<file path="config.mk">
export PLATFORM = sky130hd
export DESIGN_NAME = multicast_vc_reservation_table_flat
export DESIGN_NICKNAME = d
export VERILOG_FILES = /design/src/rtl/mvrt_pkg.sv /design/src/rtl/mvrt_if.sv /design/src/rtl/multicast_vc_reservation_table.sv /design/src/rtl/mvrt_lane.sv /design/src/rtl/mvrt_merge.sv /design/src/flat_wrapper.sv
export VERILOG_INCLUDE_DIRS = /design/src /design/src/rtl
export SDC_FILE = /design/constraint.sdc
export NUM_CORES = 1
export LEC_CHECK = 0
export BUFFER_PORTS_ARGS = -buffer_cell sky130_fd_sc_hd__buf_4
export CORE_ASPECT_RATIO = 1.4
export CORE_UTILIZATION = 35
export CTS_CLUSTER_SIZE = 24
export DETAILED_ROUTE_END_ITERATION = 10
export PLACE_DENSITY = 0.62
export SKIP_CTS_REPAIR_TIMING = 1
export SLEW_MARGIN = 25
export SYNTH_ARGS = -nofsm -noshare
export SYNTH_HDL_FRONTEND = slang
export SYNTH_SLANG_ARGS = --single-unit
</file>
<file path="constraint.sdc">
create_clock -name clk -period 4.3 [get_ports clk]
set_clock_uncertainty 0.15 [all_clocks]
set_input_delay 0.645 -clock clk [delete_from_list [all_inputs] [get_ports clk]]
set_output_delay 0.645 -clock clk [all_outputs]
set_load 0.03 [all_outputs]
</file>
<file path="src/rtl/multicast_vc_reservation_table_defines.svh">
// Assertion macros shared by the reservation table.
`ifndef MULTICAST_VC_RESERVATION_TABLE_DEFINES_SVH
`define MULTICAST_VC_RESERVATION_TABLE_DEFINES_SVH

// Implication checked on every clock edge outside reset.
`define MVRT_ASSERT_IMPL(label, ante, cons) \
    label: assert property (@(posedge clk) disable iff (!rst_n) (ante) |-> (cons)) \
        else $error("assertion failed");

// Next-cycle implication checked on every clock edge outside reset.
`define MVRT_ASSERT_NEXT(label, ante, cons) \
    label: assert property (@(posedge clk) disable iff (!rst_n) (ante) |=> (cons)) \
        else $error("assertion failed");

`endif

</file>
<file path="src/rtl/mvrt_pkg.sv">
package mvrt_pkg;
    localparam int NUM_OUTPUTS = 8;
    localparam int NUM_INPUTS  = 8;
    localparam int NUM_VCS     = 4;
    localparam int SLOT_W      = (NUM_VCS > 1) ? $clog2(NUM_VCS) : 1;
    localparam int COUNT_W     = $clog2(NUM_VCS + 1);
    localparam int PAIR_W      = 5;

    typedef logic [2:0] req_t;
    localparam req_t REQ_RESERVE = 3'd0;
    localparam req_t REQ_CHECK   = 3'd1;
    localparam req_t REQ_RELEASE = 3'd2;
    localparam req_t REQ_LOOKUP  = 3'd3;
    localparam req_t REQ_TICK    = 3'd4;

    typedef logic [2:0] status_t;
    localparam status_t ST_OK      = 3'd0;
    localparam status_t ST_SAME    = 3'd1;
    localparam status_t ST_BUSY    = 3'd2;
    localparam status_t ST_OTHER   = 3'd3;
    localparam status_t ST_MISSING = 3'd4;

    typedef logic [PAIR_W-1:0] pair_t;

    // What one lane reports about the pair during the scan cycle.
    typedef struct packed {
        logic held;
        logic vc_clash;
        logic busy;
    } lane_scan_t;

    // Command from the merge stage to every lane.
    typedef struct packed {
        logic  do_append;
        logic  do_release;
        logic  do_tick;
        logic  selected;
        pair_t pair;
    } lane_cmd_t;

    typedef enum logic [1:0] {P_IDLE, P_UPDATE, P_RESULT} phase_t;
endpackage

</file>
<file path="src/rtl/mvrt_if.sv">
interface mvrt_req_if;
    logic       valid;
    logic       ready;
    logic [2:0] req_type;
    logic [2:0] in_port;
    logic [1:0] vc;
    logic [7:0] out_mask;
    modport source (output valid, req_type, in_port, vc, out_mask, input ready);
    modport sink (input valid, req_type, in_port, vc, out_mask, output ready);
endinterface

interface mvrt_rsp_if;
    logic       valid;
    logic       ready;
    logic [2:0] status;
    logic [7:0] held_mask;
    logic [7:0] busy_mask;
    modport source (output valid, status, held_mask, busy_mask, input ready);
    modport sink (input valid, status, held_mask, busy_mask, output ready);
endinterface

</file>
<file path="src/rtl/multicast_vc_reservation_table.sv">
// Multicast virtual-channel reservation table for a switch's outputs.
// Requests arrive on req (req_type, in_port, vc, out_mask); every request
// transaction returns exactly one response transaction on rsp carrying the
// status, the outputs holding the (in_port, vc) pair and the busy outputs,
// both taken after the request's update.
// Each output is a lane with its own list, count and rotating index; all
// lanes compare the pair in parallel and a merge stage forms the check
// outcome and drives the per-lane update.
// Timing: the request is captured, the lanes update in the next cycle,
// and the response is registered on the cycle after that. One request is
// handled at a time and a new one is taken only after the response is
// taken.
// Reset clears all counts and indices; list slots are only read below the
// count, so they need no clearing. When the receiver stalls, the response
// register holds its value and no new request is taken until it is taken.
module multicast_vc_reservation_table (
    input logic clk,
    input logic rst_n,
    mvrt_req_if.sink   req,
    mvrt_rsp_if.source rsp
);
    import mvrt_pkg::*;
    `include "multicast_vc_reservation_table_defines.svh"

    phase_t                 phase_reg, phase_next;
    req_t                   type_reg;
    pair_t                  pair_reg;
    logic [NUM_OUTPUTS-1:0] sel_reg;
    logic                   missing_reg;
    status_t                outcome_reg;
    logic                   rsp_valid_reg;
    status_t                status_reg;
    logic [7:0]             held_reg, busy_reg;

    lane_scan_t             scan [NUM_OUTPUTS];
    lane_cmd_t              cmd [NUM_OUTPUTS];
    logic [NUM_OUTPUTS-1:0] missing;
    status_t                outcome;
    logic                   req_fire;
    logic [7:0]             held_now, busy_now;

    assign req.ready = (phase_reg == P_IDLE) && !rsp_valid_reg;
    assign req_fire  = req.valid && req.ready;

    for (genvar o = 0; o < NUM_OUTPUTS; o++)
    begin : g_lane
        mvrt_lane u_lane (
            .clk       (clk),
            .rst_n     (rst_n),
            .scan_pair (pair_reg),
            .cmd       (cmd[o]),
            .scan      (scan[o]),
            .missing   (missing[o])
        );
    end

    mvrt_merge u_merge (
        .req_type (type_reg),
        .pair     (pair_reg),
        .sel      (sel_reg),
        .update   (phase_reg == P_UPDATE),
        .scan     (scan),
        .cmd      (cmd),
        .outcome  (outcome)
    );

    // Gather the per-lane flags into the response masks.
    always_comb
    begin
        held_now = '0;
        busy_now = '0;
        for (int o = 0; o < NUM_OUTPUTS; o++)
        begin
            held_now[o] = scan[o].held;
            busy_now[o] = scan[o].busy;
        end
    end

    always_comb
    begin
        phase_next = phase_reg;
        unique case (phase_reg)
            P_IDLE:   if (req_fire) phase_next = P_UPDATE;
            P_UPDATE: phase_next = P_RESULT;
            P_RESULT: phase_next = P_IDLE;
            default:  phase_next = P_IDLE;
        endcase
    end

    always_ff @(posedge clk or negedge rst_n)
    begin
        if (!rst_n)
        begin
            phase_reg     <= P_IDLE;
            rsp_valid_reg <= 1'b0;
        end
        else
        begin
            phase_reg <= phase_next;
            if (phase_reg == P_RESULT)
                rsp_valid_reg <= 1'b1;
            else if (rsp.ready)
                rsp_valid_reg <= 1'b0;
        end
    end

    always_ff @(posedge clk)
    begin
        if (req_fire)
        begin
            type_reg <= req.req_type;
            pair_reg <= {req.in_port, req.vc};
            sel_reg  <= req.out_mask[NUM_OUTPUTS-1:0];
        end
        if (phase_reg == P_UPDATE)
        begin
            missing_reg <= (missing != '0);
            outcome_reg <= outcome;
        end
        if (phase_reg == P_RESULT)
        begin
            held_reg <= held_now;
            busy_reg <= busy_now;
            if (type_reg == REQ_RESERVE || type_reg == REQ_CHECK)
                status_reg <= outcome_reg;
            else if (type_reg == REQ_RELEASE && missing_reg)
                status_reg <= ST_MISSING;
            else
                status_reg <= ST_OK;
        end
    end

    assign rsp.valid     = rsp_valid_reg;
    assign rsp.status    = status_reg;
    assign rsp.held_mask = held_reg;
    assign rsp.busy_mask = busy_reg;

    `MVRT_ASSERT_NEXT(a_accept_to_update, req_fire, phase_reg == P_UPDATE)
    `MVRT_ASSERT_IMPL(a_no_accept_while_pending, rsp_valid_reg, !req.ready)
    `MVRT_ASSERT_NEXT(a_result_raises_valid, phase_reg == P_RESULT, rsp_valid_reg)
endmodule

</file>
<file path="src/rtl/mvrt_lane.sv">
// One output port's reservation list, rotating index and count.
module mvrt_lane (
    input  logic                clk,
    input  logic                rst_n,
    input  mvrt_pkg::pair_t     scan_pair,
    input  mvrt_pkg::lane_cmd_t cmd,
    output mvrt_pkg::lane_scan_t scan,
    output logic                missing
);
    import mvrt_pkg::*;

    pair_t              slot_reg [NUM_VCS];
    logic [COUNT_W-1:0] count_reg;
    logic [SLOT_W-1:0]  index_reg;

    logic [NUM_VCS-1:0] hit;
    logic [SLOT_W-1:0]  hit_pos;
    logic               found;
    logic [COUNT_W-1:0] count_dec;

    always_comb
    begin
        hit     = '0;
        hit_pos = '0;
        found   = 1'b0;
        scan.vc_clash = 1'b0;
        for (int i = 0; i < NUM_VCS; i++)
        begin
            if (COUNT_W'(i) < count_reg)
            begin
                hit[i] = (slot_reg[i] == scan_pair);
                if (slot_reg[i][PAIR_W-1:2] != scan_pair[PAIR_W-1:2] &&
                    slot_reg[i][1:0] == scan_pair[1:0])
                    scan.vc_clash = 1'b1;
            end
        end
        for (int i = NUM_VCS - 1; i >= 0; i--)
        begin
            if (hit[i])
            begin
                hit_pos = SLOT_W'(i);
                found   = 1'b1;
            end
        end
        scan.held = found;
        scan.busy = (count_reg != '0);
        count_dec = count_reg - COUNT_W'(1);
        missing   = cmd.do_release && cmd.selected && !found;
    end

    always_ff @(posedge clk or negedge rst_n)
    begin
        if (!rst_n)
        begin
            count_reg <= '0;
            index_reg <= '0;
        end
        else if (cmd.do_append && cmd.selected && count_reg < COUNT_W'(NUM_VCS))
        begin
            count_reg <= count_reg + COUNT_W'(1);
        end
        else if (cmd.do_release && cmd.selected && found)
        begin
            count_reg <= count_dec;
            if (hit_pos < index_reg)
                index_reg <= index_reg - SLOT_W'(1);
            else if (COUNT_W'(index_reg) >= count_dec)
                index_reg <= '0;
        end
        else if (cmd.do_tick && count_reg != '0)
        begin
            if (COUNT_W'(index_reg) + COUNT_W'(1) >= count_reg)
                index_reg <= '0;
            else
                index_reg <= index_reg + SLOT_W'(1);
        end
    end

    always_ff @(posedge clk)
    begin
        if (cmd.do_append && cmd.selected && count_reg < COUNT_W'(NUM_VCS))
            slot_reg[count_reg[SLOT_W-1:0]] <= cmd.pair;
        else if (cmd.do_release && cmd.selected && found)
        begin
            for (int i = 0; i < NUM_VCS - 1; i++)
                if (SLOT_W'(i) >= hit_pos)
                    slot_reg[i] <= slot_reg[i+1];
        end
    end
endmodule

</file>
<file path="src/rtl/mvrt_merge.sv">
// Combines the lane reports into the check outcome and the lane commands.
module mvrt_merge (
    input  mvrt_pkg::req_t     req_type,
    input  mvrt_pkg::pair_t    pair,
    input  logic [mvrt_pkg::NUM_OUTPUTS-1:0] sel,
    input  logic               update,
    input  mvrt_pkg::lane_scan_t scan [mvrt_pkg::NUM_OUTPUTS],
    output mvrt_pkg::lane_cmd_t  cmd [mvrt_pkg::NUM_OUTPUTS],
    output mvrt_pkg::status_t    outcome
);
    import mvrt_pkg::*;

    logic [NUM_OUTPUTS-1:0] held;
    logic                   clash;

    always_comb
    begin
        clash = 1'b0;
        for (int o = 0; o < NUM_OUTPUTS; o++)
        begin
            held[o] = scan[o].held;
            if (sel[o] && scan[o].vc_clash)
                clash = 1'b1;
        end
        if (held != '0)
            outcome = (held == sel) ? ST_SAME : ST_OTHER;
        else if (clash)
            outcome = ST_BUSY;
        else
            outcome = ST_OK;
        for (int o = 0; o < NUM_OUTPUTS; o++)
        begin
            cmd[o].do_append  = update && req_type == REQ_RESERVE && outcome == ST_OK;
            cmd[o].do_release = update && req_type == REQ_RELEASE;
            cmd[o].do_tick    = update && req_type == REQ_TICK;
            cmd[o].selected   = sel[o];
            cmd[o].pair       = pair;
        end
    end
endmodule
</file>
<file path="src/flat_wrapper.sv">
// flat-port wrapper written by rule: the top's interface ports become plain ports
module multicast_vc_reservation_table_flat import mvrt_pkg::*;
  (clk, rst_n, req_valid, req_req_type, req_in_port, req_vc, req_out_mask, req_ready, rsp_valid, rsp_status, rsp_held_mask, rsp_busy_mask, rsp_ready);
  mvrt_req_if req_i ();
  mvrt_rsp_if rsp_i ();
  input logic clk;
  input logic rst_n;
  input wire logic [$bits(req_i.valid)-1:0] req_valid;
  input wire logic [$bits(req_i.req_type)-1:0] req_req_type;
  input wire logic [$bits(req_i.in_port)-1:0] req_in_port;
  input wire logic [$bits(req_i.vc)-1:0] req_vc;
  input wire logic [$bits(req_i.out_mask)-1:0] req_out_mask;
  output wire logic [$bits(req_i.ready)-1:0] req_ready;
  output wire logic [$bits(rsp_i.valid)-1:0] rsp_valid;
  output wire logic [$bits(rsp_i.status)-1:0] rsp_status;
  output wire logic [$bits(rsp_i.held_mask)-1:0] rsp_held_mask;
  output wire logic [$bits(rsp_i.busy_mask)-1:0] rsp_busy_mask;
  input wire logic [$bits(rsp_i.ready)-1:0] rsp_ready;
  assign req_i.valid = req_valid;
  assign req_i.req_type = req_req_type;
  assign req_i.in_port = req_in_port;
  assign req_i.vc = req_vc;
  assign req_i.out_mask = req_out_mask;
  assign req_ready = req_i.ready;
  assign rsp_valid = rsp_i.valid;
  assign rsp_status = rsp_i.status;
  assign rsp_held_mask = rsp_i.held_mask;
  assign rsp_busy_mask = rsp_i.busy_mask;
  assign rsp_i.ready = rsp_ready;
  multicast_vc_reservation_table u_core (.clk(clk), .rst_n(rst_n), .req(req_i), .rsp(rsp_i));
endmodule
</file>
==> PnR_summary.wiki, run 1 <==
{| class="wikitable"
! Metric !! Value
|-
| Core footprint || 35,170 µm²
|-
| Initial antenna violation count || 1
|-
| Total standard cell area after synthesis || 12,570 µm²
|-
| Async set-or-reset flop fraction in the synthesized netlist || 12.00%
|-
| Max reg flops || 160
|-
| Cell count after synthesis || between 900 and 1k
|-
| Setup crit start kind || flop
|-
| Number of buffers created by CTS || 24
|-
| Residual DRC || 0
|-
| Primary FF master, synth || sky130_fd_sc_hd__edfxtp_1
|-
| Worst-case setup margin in the final layout || 0.5203 ns
|-
| Nets@finish || ~1.1k
|-
| Die footprint || about 37,000 µm²
|-
| Pin slew with the least headroom to its limit || around 1.0 ns
|-
| Worst voltage drop across the vdd grid || 315.1 µV
|-
| Critical path's top delay family || simple AND/OR/NAND/NOR gates
|-
| Grt ovf || 0
|-
| Arrival time at the worst endpoint || about 3.8 ns
|-
| Routability-driven placement congestion ratio || a little over 0.8
|-
| Total number of placement rows || around 80
|-
| CTS tree || done
|-
| Number of antenna repair diodes || 0
|-
| Post-route standard cell area excluding fillers || about 14,000 µm²
|-
| Hold violation count in the final report || 0
|-
| Post-Route Setup TNS || 0 ns
|-
| Fill cell count || around 3.3k
|-
| Largest net degree at the start of global routing || 65
|-
| Fmax || between 200 and 300 MHz
|-
| Commonest cells after routing, fill and taps aside || sky130_fd_sc_hd__edfxtp_1, sky130_fd_sc_hd__mux2_2, sky130_fd_sc_hd__xor2_1, sky130_fd_sc_hd__buf_4, sky130_fd_sc_hd__xnor2_1
|-
| GR Util All Layers || between 10% and 20%
|-
| Starting density of the core || between 30 and 40%
|-
| Clock latency on the worst-skew pair || around 0.53 ns
|-
| Setup repair after global routing missed its margin || no
|-
| Via density per instance || 5.108
|-
| First-pass iteration count of the detailed router || 4
|-
| Die width || about 160 µm
|-
| Type of the most critical hold path || in -> reg
|-
| Result of the run || complete, no violations
|-
| Cell-by-cell trace of the critical path || buf_12 -> xor2_1 -> nor3_1 -> nor2b_1 -> o31ai_1 -> nand4_2 -> nor4_4 -> buf_4 -> and3_1 -> and2_1
|-
| Count of clock tree sinks || 225
|-
| Total power divided by cell area || ~500 nW/µm²
|-
| IO buf count || 40
|-
| Leakage power of the design || between 5 and 6 nW
|-
| Fin Hold WS || between 0.1 and 0.15 ns
|-
| Number of cells after detailed placement || roughly 1.5k
|-
| Ratio of cells with drive above 1 in the final layout || a little under a quarter
|-
| Filler-free cell count of the finished design || ~1.5k
|-
| Fraction of the yosys area taken by sequential cells || 52.66%
|-
| Count of boundary I/O pins || 41
|-
| Post-Place Worst Slack || 0.5273 ns
|-
| Final number of max-transition violations || 0
|-
| DRT antenna net count || 0
|-
| Worst R2R Setup Slack || between 0.5 and 0.6 ns
|-
| Count of different cell masters after synthesis || 58
|-
| Placed cell area || between 10,000 and 15,000 µm²
|-
| Buffers & Inverters on Critical Path || 2
|-
| Final count of negative-setup-slack endpoints || 0
|-
| Maximum buffer depth of the clock tree || 3
|-
| Category of the worst setup path capture point || flop
|-
| Global-route wire length before repair || 44.02 mm
|-
| P&R area growth vs syn || 13.48%
|-
| Max Cap Violations || 0
|-
| DRC violation total after the first TritonRoute iteration || between 300 and 400
|-
| Post-layout minimum cycle time || ~3.8 ns
|-
| Die Span Y || about 230 µm
|-
| Warnings, synthesis || 0
|-
| Wire length reported by the detailed router || 27.79 mm
|-
| CP Data Required Time || 4.36 ns
|-
| Routed length per placed instance || ~19 µm
|-
| Syn avg cell area || ~13 µm²
|-
| Count of flip-flops with a built-in enable after synthesis || around 200
|-
| CP Max Fanout || 48
|-
| Most common library cell in the layout ignoring fill and taps || sky130_fd_sc_hd__edfxtp_1
|-
| Total of flip-flops plus latches after synthesis || approximately 230
|-
| Share of the cycle needed by the critical path after routing || about 88%
|-
| Net count of the mapped netlist || between 1k and 1.5k
|-
| Largest stage delay on the critical path || ~0.46 ns
|-
| Worst path slowest cell || sky130_fd_sc_hd__o31ai_1
|-
| Clock edge transition at the registers on the reported setup and hold paths || 0.06 ns
|-
| Detailed Place HPWL || a little under 20 mm
|-
| Worst slew slack as a fraction of its limit || a little under a third
|-
| Buffer type at the clock tree root || sky130_fd_sc_hd__clkbuf_16
|-
| H-tree Lvls || 1
|-
| Vias after detailed routing || around 7.7k
|-
| Number of global-route vias before repair || between 8k and 9k
|-
| Crit Path Category || reg -> reg
|}
-- routing by layer --
metal	GRT usage, %	part of all wire (%)	vias to the layer above
met3	1.646	3.8	49
met4	5.995	2.9	0
met2	28.96	53	163
met1	18.09	41	3753
met5	0	0	-
li1	-	-	3702
-- cell type report --
cell class | count | area (µm²) | share of cell area [%]
multi-input cells | 670 | 5520 | 38.68
well taps | 456 | 570.5 | 3.998
inverters | 43 | 161.4 | 1.131
clock buffers | 33 | 728.2 | 5.103
flip-flops and latches | 225 | 6621 | 46.40
clock inverters | 10 | 122.6 | 0.8593
repair buffers | 64 | 545.5 | 3.823
-- synthesized netlist by cell type, types with 6 or more instances --
cell                       count  area share (%)
sky130_fd_sc_hd__edfxtp_1    198              47
sky130_fd_sc_hd__mux2_2      123              11
sky130_fd_sc_hd__xor2_1      117             8.1
sky130_fd_sc_hd__xnor2_1      51             3.6
sky130_fd_sc_hd__inv_1        43             1.3
sky130_fd_sc_hd__nor2_1       42             1.3
sky130_fd_sc_hd__ha_1         40             4.0
sky130_fd_sc_hd__nor3_1       30             1.2
sky130_fd_sc_hd__nor2b_1      29             1.4
sky130_fd_sc_hd__dfrtp_1      27             5.4
sky130_fd_sc_hd__nand2_1      23            0.69
sky130_fd_sc_hd__a21o_1       19             1.1
sky130_fd_sc_hd__a21oi_1      18            0.72
sky130_fd_sc_hd__nand3_1      16            0.64
sky130_fd_sc_hd__clkbuf_1     15            0.45
sky130_fd_sc_hd__o22ai_1      14            0.70
sky130_fd_sc_hd__and3_1       13            0.65
sky130_fd_sc_hd__buf_4        13            0.78
sky130_fd_sc_hd__nor4_1       13            0.65
sky130_fd_sc_hd__a31oi_1      10            0.50
sky130_fd_sc_hd__and2_1        9            0.45
sky130_fd_sc_hd__a31o_1        8            0.56
sky130_fd_sc_hd__buf_6         8            0.72
sky130_fd_sc_hd__o21ai_0       8            0.32
sky130_fd_sc_hd__o21bai_1      7            0.42
sky130_fd_sc_hd__or3_1         7            0.35
sky130_fd_sc_hd__a211o_1       6            0.42
-- cell families after synthesis --
group | after synthesis | synth area share [%]
XOR/XNOR | 169 | 11.83
AO/OA/AOI/OAI | 131 | 7.722
flip-flops | 225 | 52.66
AND/OR/NAND/NOR | 205 | 9.154
multiplexers | 125 | 11.19
buffers and inverters | 83 | 3.463
adder cells (fa/ha/maj) | 40 | 3.980
-- through the flow --
step / total power, mW / util, %
after floorplan: 4.462 / -
after global placement: 5.135 / 38.13
after detailed placement: 5.160 / 38.13
after CTS: 7.400 / 40.55
after global routing: 7.708 / 40.58
final: 7.327 / 40.58
-- path summary, 6_finish.rpt --
check,startpoint,end,cells past startpoint
setup reg to reg,u_core.pair_reg[3]$_DFFE_PP_,u_core.g_lane[2].u_lane.slot_reg[3][1]$_DFFE_PP_,10
max in group asynchronous,rst_n,u_core.g_lane[4].u_lane.count_reg[0]$_DFFE_PN0P_,2
hold reg to reg,u_core.phase_reg[1]$_DFFE_PN0P_,u_core.phase_reg[1]$_DFFE_PN0P_,1
setup / recovery,u_core.pair_reg[3]$_DFFE_PP_,u_core.g_lane[2].u_lane.slot_reg[3][1]$_DFFE_PP_,10
hold / removal,req_vc[0],u_core.pair_reg[0]$_DFFE_PP_,1
min in group asynchronous,rst_n,u_core.phase_reg[0]$_DFFE_PN0P_,2
-- where the power goes --
group / leakage [nW] / switching (mW) / internal [mW] / total [mW]
Combinational: 2.68 / 1.29 / 0.895 / 2.19
Clock: 0.414 / 0.858 / 1.36 / 2.22
Sequential: 2.15 / 0.220 / 2.70 / 2.92
Note: power is estimated with default switching activity, not from simulation.
==> inputs of run 2 (changes only) <==
--- a/config.mk
+++ b/config.mk
@@ -6,6 +6,7 @@
 export SDC_FILE = /design/constraint.sdc
 export NUM_CORES = 1
 export LEC_CHECK = 0
+export ABC_AREA = 1
 export BUFFER_PORTS_ARGS = -buffer_cell sky130_fd_sc_hd__buf_4
 export CORE_ASPECT_RATIO = 1.4
 export CORE_UTILIZATION = 35
==> run 2 against run 1 <==
Worst hold slack got worse by 0.013 ns. Design area increased by 7.5%. Combinational power increased by 11%. Total power increased by 0.37%. Register-to-register slack improved by 0.22 ns. Highest routed layer unchanged.
==> PnR_summary.wiki, run 2 <==
{| class="wikitable"
! Metric !! Value
|-
| Area share of the largest cell type after synthesis || 43.41% (was 47.28%)
|-
| Clock latency on the worst-skew pair || 0.54 ns (was 0.53 ns)
|-
| Via density per instance || 4.787 (was 5.108)
|-
| Internal Pwr Total || 4.653 mW (was 4.956 mW)
|-
| Combinational cell fraction of total power || 33.0% (was 29.9%)
|-
| Max Cap Violations || 0 (unchanged)
|-
| Share of the cycle needed by the critical path after routing || 82.75% (was 87.90%)
|-
| Nets@finish || 1,789 (was 1,088)
|-
| Total of flip-flops plus latches after synthesis || 225 (unchanged)
|-
| Clock edge transition at the registers on the reported setup and hold paths || 0.06 ns (about the same)
|-
| Die Span Y || 236.1 µm (was 226.3 µm)
|-
| Residual DRC || 0 (unchanged)
|-
| Type of the most critical hold path || in -> reg (unchanged)
|-
| Category of the worst setup path capture point || flop (unchanged)
|-
| Post-Place Worst Slack || 0.7203 ns (was 0.5273 ns)
|-
| Fraction of the yosys area taken by sequential cells || 48.34% (was 52.66%)
|-
| CP Data Required Time || 4.33 ns (was 4.36 ns)
|-
| Pin slew with the least headroom to its limit || 0.9673 ns (was 1.025 ns)
|-
| Largest net degree at the start of global routing || 46 (was 65)
|-
| Global-route wire length before repair || 55.11 mm (was 44.02 mm)
|-
| Arrival time at the worst endpoint || 3.59 ns (was 3.84 ns)
|-
| CTS tree || done (unchanged)
|-
| Routed length per placed instance || 15.54 µm (was 18.51 µm)
|-
| Largest stage delay on the critical path || 0.49 ns (was 0.46 ns)
|-
| Switching part of the total || 36.73% (was 32.35%)
|-
| Net count of the mapped netlist || 1,748 (was 1,038)
|-
| Warnings, synthesis || 0 (unchanged)
|-
| Setup repair after global routing missed its margin || no (unchanged)
|-
| Maximum buffer depth of the clock tree || 3 (unchanged)
|-
| Wire length reported by the detailed router || 35.25 mm (was 27.79 mm)
|-
| Crit Path Category || reg -> reg (unchanged)
|-
| Total power divided by cell area || 479.3 nW/µm² (was 513.4 nW/µm²)
|-
| Utilization of the core after routing || 39.85% (was 40.58%)
|-
| Vias after detailed routing || 10.86k (was 7,667)
|-
| Post-Route Setup TNS || 0 ns (unchanged)
|-
| Max reg flops || 160 (unchanged)
|-
| Cell-by-cell trace of the critical path || buf_4 -> xor2_1 -> nor2_1 -> nand2b_1 -> nand2_1 -> nor2_2 -> nand2_1 -> nor2_1 -> nand2_2 -> nor2_8 -> nand3_2 -> o21ai_1 (was buf_12 -> xor2_1 -> nor3_1 -> nor2b_1 -> o31ai_1 -> nand4_2 -> nor4_4 -> buf_4 -> and3_1 -> and2_1)
|-
| Fmax || 281.0 MHz (was 264.6 MHz)
|-
| CP Max Fanout || 36 (was 48)
|-
| Leakage power of the design || 6.776 nW (was 5.252 nW)
|-
| Die width || 169.2 µm (was 162.2 µm)
|-
| Worst R2R Path Depth || 12 (was 10)
|-
| H-tree Lvls || 1 (unchanged)
|-
| DRT antenna net count || 0 (unchanged)
|-
| Sequential cell fraction of total power || 39.3% (was 39.9%)
|-
| Number of antenna repair diodes || 0 (unchanged)
|-
| Routability-driven placement congestion ratio || 0.8764 (was 0.8102)
|-
| Ratio of cells with drive above 1 in the final layout || 8.300% (was 23.44%)
|-
| DRC violation total after the first TritonRoute iteration || 654 (was 383)
|-
| Detailed Place HPWL || 24.96 mm (was 19.52 mm)
|-
| Primary FF master, synth || sky130_fd_sc_hd__edfxtp_1 (unchanged)
|-
| Result of the run || complete, no violations (unchanged)
|-
| Worst path slowest cell || sky130_fd_sc_hd__o21ai_1 (was sky130_fd_sc_hd__o31ai_1)
|-
| Fin Hold WS || 0.1309 ns (was 0.1442 ns)
|-
| Count of boundary I/O pins || 41 (unchanged)
|-
| Post-synth top area cell || sky130_fd_sc_hd__edfxtp_1 (unchanged)
|-
| Final number of max-transition violations || 0 (unchanged)
|-
| Most common library cell in the layout ignoring fill and taps || sky130_fd_sc_hd__nand2_1 (was sky130_fd_sc_hd__edfxtp_1)
|-
| Setup crit start kind || flop (unchanged)
|-
| Number of buffers created by CTS || 24 (unchanged)
|-
| Worst reg2reg path endpoint || u_core.g_lane[2].u_lane.slot_reg[0][4]$_DFFE_PP_ (was u_core.g_lane[2].u_lane.slot_reg[3][1]$_DFFE_PP_)
|-
| Async set-or-reset flop fraction in the synthesized netlist || 12.00% (unchanged)
|-
| Net load switching power || 2.701 mW (was 2.370 mW)
|-
| Most common library cells after synthesis || sky130_fd_sc_hd__nand2_1, sky130_fd_sc_hd__edfxtp_1, sky130_fd_sc_hd__inv_1 (was sky130_fd_sc_hd__edfxtp_1, sky130_fd_sc_hd__mux2_2, sky130_fd_sc_hd__xor2_1)
|-
| Reg-to-reg startpoint || u_core.pair_reg[0]$_DFFE_PP_ (was u_core.pair_reg[3]$_DFFE_PP_)
|-
| Post-route standard cell area excluding fillers || 15,340 µm² (was 14,270 µm²)
|-
| Cell types occupying the most area after synthesis || sky130_fd_sc_hd__edfxtp_1, sky130_fd_sc_hd__nand2_1, sky130_fd_sc_hd__inv_1 (was sky130_fd_sc_hd__edfxtp_1, sky130_fd_sc_hd__mux2_2, sky130_fd_sc_hd__xor2_1)
|-
| Cell count after synthesis || 1,688 (was 978)
|-
| Cell depth of the worst hold path || 1 (unchanged)
|-
| Initial antenna violation count || 0 (was 1)
|-
| Final count of negative-setup-slack endpoints || 0 (unchanged)
|-
| Count of flip-flops with a built-in enable after synthesis || 198 (unchanged)
|-
| Worst slew slack as a fraction of its limit || 34.83% (was 31.66%)
|-
| Total number of placement rows || 85 (was 81)
|-
| Die footprint || 39,940 µm² (was 36,700 µm²)
|-
| Commonest cells after routing, fill and taps aside || sky130_fd_sc_hd__nand2_1, sky130_fd_sc_hd__inv_1, sky130_fd_sc_hd__edfxtp_1, sky130_fd_sc_hd__nor2_1, sky130_fd_sc_hd__o21ai_0 (was sky130_fd_sc_hd__edfxtp_1, sky130_fd_sc_hd__mux2_2, sky130_fd_sc_hd__xor2_1, sky130_fd_sc_hd__buf_4, sky130_fd_sc_hd__xnor2_1)
|-
| Capture endpoint of the worst hold path || u_core.type_reg[2]$_DFFE_PP_ (was u_core.pair_reg[0]$_DFFE_PP_)
|-
| P&R area growth vs syn || 12.00% (was 13.48%)
|-
| Placed cell area || 14,580 µm² (was 13,410 µm²)
|-
| Syn avg cell area || 8.115 µm² (was 12.86 µm²)
|-
| Clock share of power || 27.7% (was 30.3%)
|-
| Starting density of the core || 35.58% (was 35.76%)
|-
| First-pass iteration count of the detailed router || 5 (was 4)
|-
| Worst voltage drop across the vdd grid || 459.9 µV (was 315.1 µV)
|-
| Grt ovf || 0 (unchanged)
|-
| IO buf count || 40 (unchanged)
|-
| Worst Hold Launch || req_req_type[2] (was req_vc[0])
|-
| Buffers & Inverters on Critical Path || 1 (was 2)
|-
| Count of different cell masters after synthesis || 44 (was 58)
|-
| Buffer type at the clock tree root || sky130_fd_sc_hd__clkbuf_16 (unchanged)
|-
| Total standard cell area after synthesis || 13,700 µm² (was 12,570 µm²)
|-
| Hold violation count in the final report || 0 (unchanged)
|-
| Worst R2R Setup Slack || 0.74 ns (was 0.52 ns)
|-
| Core footprint || 38,500 µm² (was 35,170 µm²)
|-
| GR Util All Layers || 17.80% (was 15.54%)
|-
| Worst-case setup margin in the final layout || 0.7417 ns (was 0.5203 ns)
|-
| Most common cell in the netlist || sky130_fd_sc_hd__nand2_1 (was sky130_fd_sc_hd__edfxtp_1)
|-
| Critical path's top delay family || simple AND/OR/NAND/NOR gates (unchanged)
|-
| Count of clock tree sinks || 225 (unchanged)
|-
| Number of global-route vias before repair || 10.44k (was 8,098)
|-
| Post-layout minimum cycle time || 3.558 ns (was 3.780 ns)
|}
run 2: changes by cell type in the layout (fill, tap and decap cells not counted), moves of 21 or more:
cell                      change
sky130_fd_sc_hd__xor2_1      -98
sky130_fd_sc_hd__inv_1      +155
sky130_fd_sc_hd__nor2_1     +144
sky130_fd_sc_hd__o21ai_1     +21
sky130_fd_sc_hd__o21ai_0    +106
sky130_fd_sc_hd__mux2_2     -122
sky130_fd_sc_hd__nand2_1    +526
sky130_fd_sc_hd__nand3_1     +53
sky130_fd_sc_hd__nor3_1      -26
run 2: per-layer routing:
metal	wire length (µm)	vias up	global-route usage, %
met3	1462	83	2.030
met1	14680	5058	20.98
met4	1714	0	9.173
met2	17400	259	31.55
li1	-	5461	-
met5	0	-	0
run 2: worst max path at each step:
stage                                             from                                                to  cells past startpoint
after global placement    u_core.pair_reg[0]$_DFFE_PP_  u_core.g_lane[2].u_lane.slot_reg[0][4]$_DFFE_PP_                     13
after floorplan           u_core.pair_reg[4]$_DFFE_PP_  u_core.g_lane[6].u_lane.slot_reg[0][0]$_DFFE_PP_                     16
final                     u_core.pair_reg[0]$_DFFE_PP_  u_core.g_lane[2].u_lane.slot_reg[0][4]$_DFFE_PP_                     12
after detailed placement  u_core.pair_reg[0]$_DFFE_PP_  u_core.g_lane[2].u_lane.slot_reg[0][4]$_DFFE_PP_                     12
after global routing      u_core.pair_reg[0]$_DFFE_PP_  u_core.g_lane[2].u_lane.slot_reg[0][4]$_DFFE_PP_                     13
after CTS                 u_core.pair_reg[0]$_DFFE_PP_  u_core.g_lane[2].u_lane.slot_reg[0][4]$_DFFE_PP_                     12
run 2: cell families (layout without fill, tap and decap cells):
family	after synthesis	after routing	share of synthesized area [%]
adder cells (fa/ha/maj)	40	40	3.654
flip-flops	225	225	48.34
AO/OA/AOI/OAI	184	184	6.878
XOR/XNOR	87	87	5.563
AND/OR/NAND/NOR	878	878	26.75
multiplexers	1	1	0.08220
buffers and inverters	273	332	8.732
run 2: stage by stage:
stage	std cells	total power [mW]
global route	2269	7.770
global placement	2224	5.322
detailed placement	2224	5.359
CTS	2268	7.405
floorplan	1688	4.590
finish	2269	7.354
run 2: layout make-up:
class                   count  area [µm²]
clock buffers              39       698.2
clock inverters             5       50.05
repair buffers             79       633.1
well taps                 522       653.1
fillers                  3923       23160
flip-flops and latches    225        6621
inverters                 209       789.5
multi-input cells        1190        5897
run 2: power by group through the flow:
stage,logic (mW),clock network [mW],registers [mW]
after floorplan,1.64,0,2.95
after global placement,2.40,0,2.92
after detailed placement,2.43,0,2.93
after CTS,2.44,2.08,2.89
after global routing,2.71,2.15,2.91
final,2.43,2.04,2.89
==> inputs of run 3 (changes only) <==
--- a/config.mk
+++ b/config.mk
@@ -12,7 +12,7 @@
 export CORE_UTILIZATION = 35
 export CTS_CLUSTER_SIZE = 24
 export DETAILED_ROUTE_END_ITERATION = 10
-export PLACE_DENSITY = 0.62
+export PLACE_DENSITY = 0.64
 export SKIP_CTS_REPAIR_TIMING = 1
 export SLEW_MARGIN = 25
 export SYNTH_ARGS = -nofsm -noshare
==> constraint.sdc (replaced) <==
create_clock -name clk -period 3 [get_ports clk]
set_clock_uncertainty 0.15 [all_clocks]
set_input_delay 0.45 -clock clk [delete_from_list [all_inputs] [get_ports clk]]
set_output_delay 0.45 -clock clk [all_outputs]
set_load 0.03 [all_outputs]
==> run 3 against run 2 <==
The run now ends with setup timing left. Critical path type unchanged. Combinational power rose by 88%. Highest routed layer unchanged. Total power rose by 55%. Sequential share of layout area fell by 5.4 points. Critical endpoint is now u_core.g_lane[1].u_lane.slot_reg[2][0]$_DFFE_PP_.
==> PnR_summary.wiki, run 3 (same netlist as run 2, synthesis figures left out) <==
{| class="wikitable"
! Metric !! Value
|-
| Clock edge transition at the registers on the reported setup and hold paths || 0.07 ns (was 0.06 ns)
|-
| Starting density of the core || 35.58% (unchanged)
|-
| Uppermost metal layer occupied by signal nets || met4 (unchanged)
|-
| Routed length per placed instance || 16.08 µm (was 15.54 µm)
|-
| Detailed-route wire length on metal 1 || 15.46 mm (was 14.68 mm)
|-
| Die width || 169.2 µm (unchanged)
|-
| Total number of placement rows || 85 (unchanged)
|-
| Worst-case setup margin in the final layout || -0.01366 ns (was 0.7417 ns)
|-
| Filler-free cell count of the finished design || 2,452 (was 2,269)
|-
| Fill cell count || 3,736 (was 3,923)
|-
| H-tree Lvls || 1 (unchanged)
|-
| Max reg flops || 160 (unchanged)
|-
| IO buf count || 40 (unchanged)
|-
| Final number of max-transition violations || 0 (unchanged)
|-
| Setup repair after global routing missed its margin || yes (was no)
|-
| Grt ovf || 0 (unchanged)
|-
| Largest net degree at the start of global routing || 32 (was 46)
|-
| Clock latency on the worst-skew pair || 0.55 ns (was 0.54 ns)
|-
| Post-Place Worst Slack || -0.2482 ns (was 0.7203 ns)
|-
| Max Cap Violations || 0 (unchanged)
|-
| Most common library cell in the layout ignoring fill and taps || sky130_fd_sc_hd__nand2_1 (unchanged)
|-
| GR Util All Layers || 19.00% (was 17.80%)
|-
| Violations in the final reports || setup timing
|-
| Wire length reported by the detailed router || 39.44 mm (was 35.25 mm)
|-
| Number of cells after detailed placement || 2,369 (was 2,224)
|-
| Worst R2R Setup Slack || -0.01 ns (was 0.74 ns)
|-
| Detailed Place HPWL || 27.77 mm (was 24.96 mm)
|-
| CP Max Fanout || 8 (was 36)
|-
| Residual DRC || 0 (unchanged)
|-
| Global-route wire length before repair || 59.03 mm (was 55.11 mm)
|-
| Type of the most critical hold path || in -> async (was in -> reg)
|-
| Vias after detailed routing || 11.79k (was 10.86k)
|-
| Maximum buffer depth of the clock tree || 3 (unchanged)
|-
| Setup crit start kind || flop (unchanged)
|-
| Fmax || 331.8 MHz (was 281.0 MHz)
|-
| Total power divided by cell area || 650.2 nW/µm² (was 479.3 nW/µm²)
|-
| Share of the cycle needed by the critical path after routing || 100.5% (was 82.75%)
|-
| First-pass iteration count of the detailed router || 5 (unchanged)
|-
| Ratio of cells with drive above 1 in the final layout || 21.09% (was 8.300%)
|-
| Initial antenna violation count || 0 (unchanged)
|-
| Count of boundary I/O pins || 41 (unchanged)
|-
| Buffer type at the clock tree root || sky130_fd_sc_hd__clkbuf_16 (unchanged)
|-
| Pin slew with the least headroom to its limit || 0.7127 ns (was 0.9673 ns)
|-
| Result of the run || finished, violations left (was complete, no violations)
|-
| Reg-to-reg startpoint || u_core.pair_reg[3]$_DFFE_PP_ (was u_core.pair_reg[0]$_DFFE_PP_)
|-
| Wire length on met2 || 20.10 mm (was 17.40 mm)
|-
| Number of global-route vias before repair || 11.50k (was 10.44k)
|-
| Leakage power of the design || 7.871 nW (was 6.776 nW)
|-
| Nets@finish || 1,973 (was 1,789)
|-
| Crit Path Category || reg -> reg (unchanged)
|-
| Worst slew slack as a fraction of its limit || 52.17% (was 34.83%)
|-
| Post-layout minimum cycle time || 3.014 ns (was 3.558 ns)
|-
| CP Data Required Time || 3.11 ns (was 4.33 ns)
|-
| Number of buffers created by CTS || 23 (was 24)
|-
| Die Span Y || 236.1 µm (unchanged)
|-
| Arrival time at the worst endpoint || 3.13 ns (was 3.59 ns)
|-
| Post-Route Setup TNS || -0.1656 ns (was 0 ns)
|-
| Hold violation count in the final report || 0 (unchanged)
|-
| P&R area growth vs syn || 27.94% (was 12.00%)
|-
| Worst voltage drop across the vdd grid || 553.1 µV (was 459.9 µV)
|-
| Amount of wire on met3 after detailed routing || 1.582 mm (was 1.462 mm)
|-
| Commonest cells after routing, fill and taps aside || sky130_fd_sc_hd__nand2_1, sky130_fd_sc_hd__buf_4, sky130_fd_sc_hd__edfxtp_1, sky130_fd_sc_hd__inv_1, sky130_fd_sc_hd__nor2_1 (was sky130_fd_sc_hd__nand2_1, sky130_fd_sc_hd__inv_1, sky130_fd_sc_hd__edfxtp_1, sky130_fd_sc_hd__nor2_1, sky130_fd_sc_hd__o21ai_0)
|-
| Core footprint || 38,500 µm² (unchanged)
|-
| Final count of negative-setup-slack endpoints || 14 (was 0)
|-
| Count of clock tree sinks || 225 (unchanged)
|-
| CTS tree || done (unchanged)
|-
| Category of the worst setup path capture point || flop (unchanged)
|-
| Routability-driven placement congestion ratio || 0.9215 (was 0.8764)
|-
| Via density per instance || 4.810 (was 4.787)
|-
| Number of antenna repair diodes || 0 (unchanged)
|-
| DRT antenna net count || 0 (unchanged)
|-
| DRC violation total after the first TritonRoute iteration || 804 (was 654)
|-
| Die footprint || 39,940 µm² (unchanged)
|-
| Critical Path Start || u_core.pair_reg[3]$_DFFE_PP_ (was u_core.pair_reg[0]$_DFFE_PP_)
|}
run 3: final cells by class:
cell class	instances	area, µm²	area share [%]
inverters	209	830.8	4.740
clock buffers	31	635.6	3.627
well taps	522	653.1	3.727
multi-input cells	1190	6365	36.32
repair inverters	2	17.52	0.09995
flip-flops and latches	225	6621	37.78
repair buffers	262	2349	13.40
clock inverters	11	53.80	0.3070
run 3: critical path: stages (launching register included):
cell                        delay [ns]
sky130_fd_sc_hd__edfxtp_1         0.48
sky130_fd_sc_hd__buf_6            0.17
sky130_fd_sc_hd__buf_6            0.12
sky130_fd_sc_hd__clkbuf_16        0.17
sky130_fd_sc_hd__xnor2_4          0.19
sky130_fd_sc_hd__nand3_2          0.09
sky130_fd_sc_hd__nand2_1          0.09
sky130_fd_sc_hd__nand2_1          0.08
sky130_fd_sc_hd__o21ai_2          0.15
sky130_fd_sc_hd__nand2_1          0.09
sky130_fd_sc_hd__nor2_1           0.12
sky130_fd_sc_hd__nand2_2          0.10
sky130_fd_sc_hd__nor2_8           0.11
sky130_fd_sc_hd__buf_12           0.18
sky130_fd_sc_hd__nand3_4          0.12
sky130_fd_sc_hd__o21ai_4          0.19
sky130_fd_sc_hd__buf_6            0.14
run 3: metal layers:
metal / track usage [%] / vias up
li1: - / 5839
met1: 21.45 / 5525
met2: 34.09 / 312
met3: 2.282 / 118
met4: 11.14 / 0
met5: 0 / -
run 3: stage by stage:
stage	power [mW]	hold WS (ns)	cell area, µm²	util, %
2_1_floorplan	6.579	0.004409	13700	-
4_1_cts	10.92	-0.2607	16440	42.71
3_3_place_gp	8.089	0.3018	15760	40.92
3_5_place_dp	8.172	0.3065	15760	40.92
5_1_grt	12.01	0.3114	17530	45.52
6_report	11.40	0.2709	17530	45.52
run 3: final timing paths:
| kind | end | cells past startpoint |
|---|---|---|
| worst max-delay path | u_core.g_lane[1].u_lane.slot_reg[2][0]$_DFFE_PP_ | 16 |
| worst min-delay path | u_core.g_lane[3].u_lane.count_reg[2]$_DFFE_PN0P_ | 2 |
| worst max register to register | u_core.g_lane[1].u_lane.slot_reg[2][0]$_DFFE_PP_ | 16 |
| worst min register to register | u_core.rsp.valid$_DFFE_PN0P_ | 1 |
| max in group asynchronous | u_core.g_lane[6].u_lane.count_reg[1]$_DFFE_PN0P_ | 2 |
| min in group clk | u_core.rsp.valid$_DFFE_PN0P_ | 1 |
run 3: report_power, final:
group / switching, mW / internal [mW] / total (mW)
sequential: 0.253 / 3.85 / 4.11
combinational: 2.75 / 1.81 / 4.56
clock: 1.25 / 1.48 / 2.73
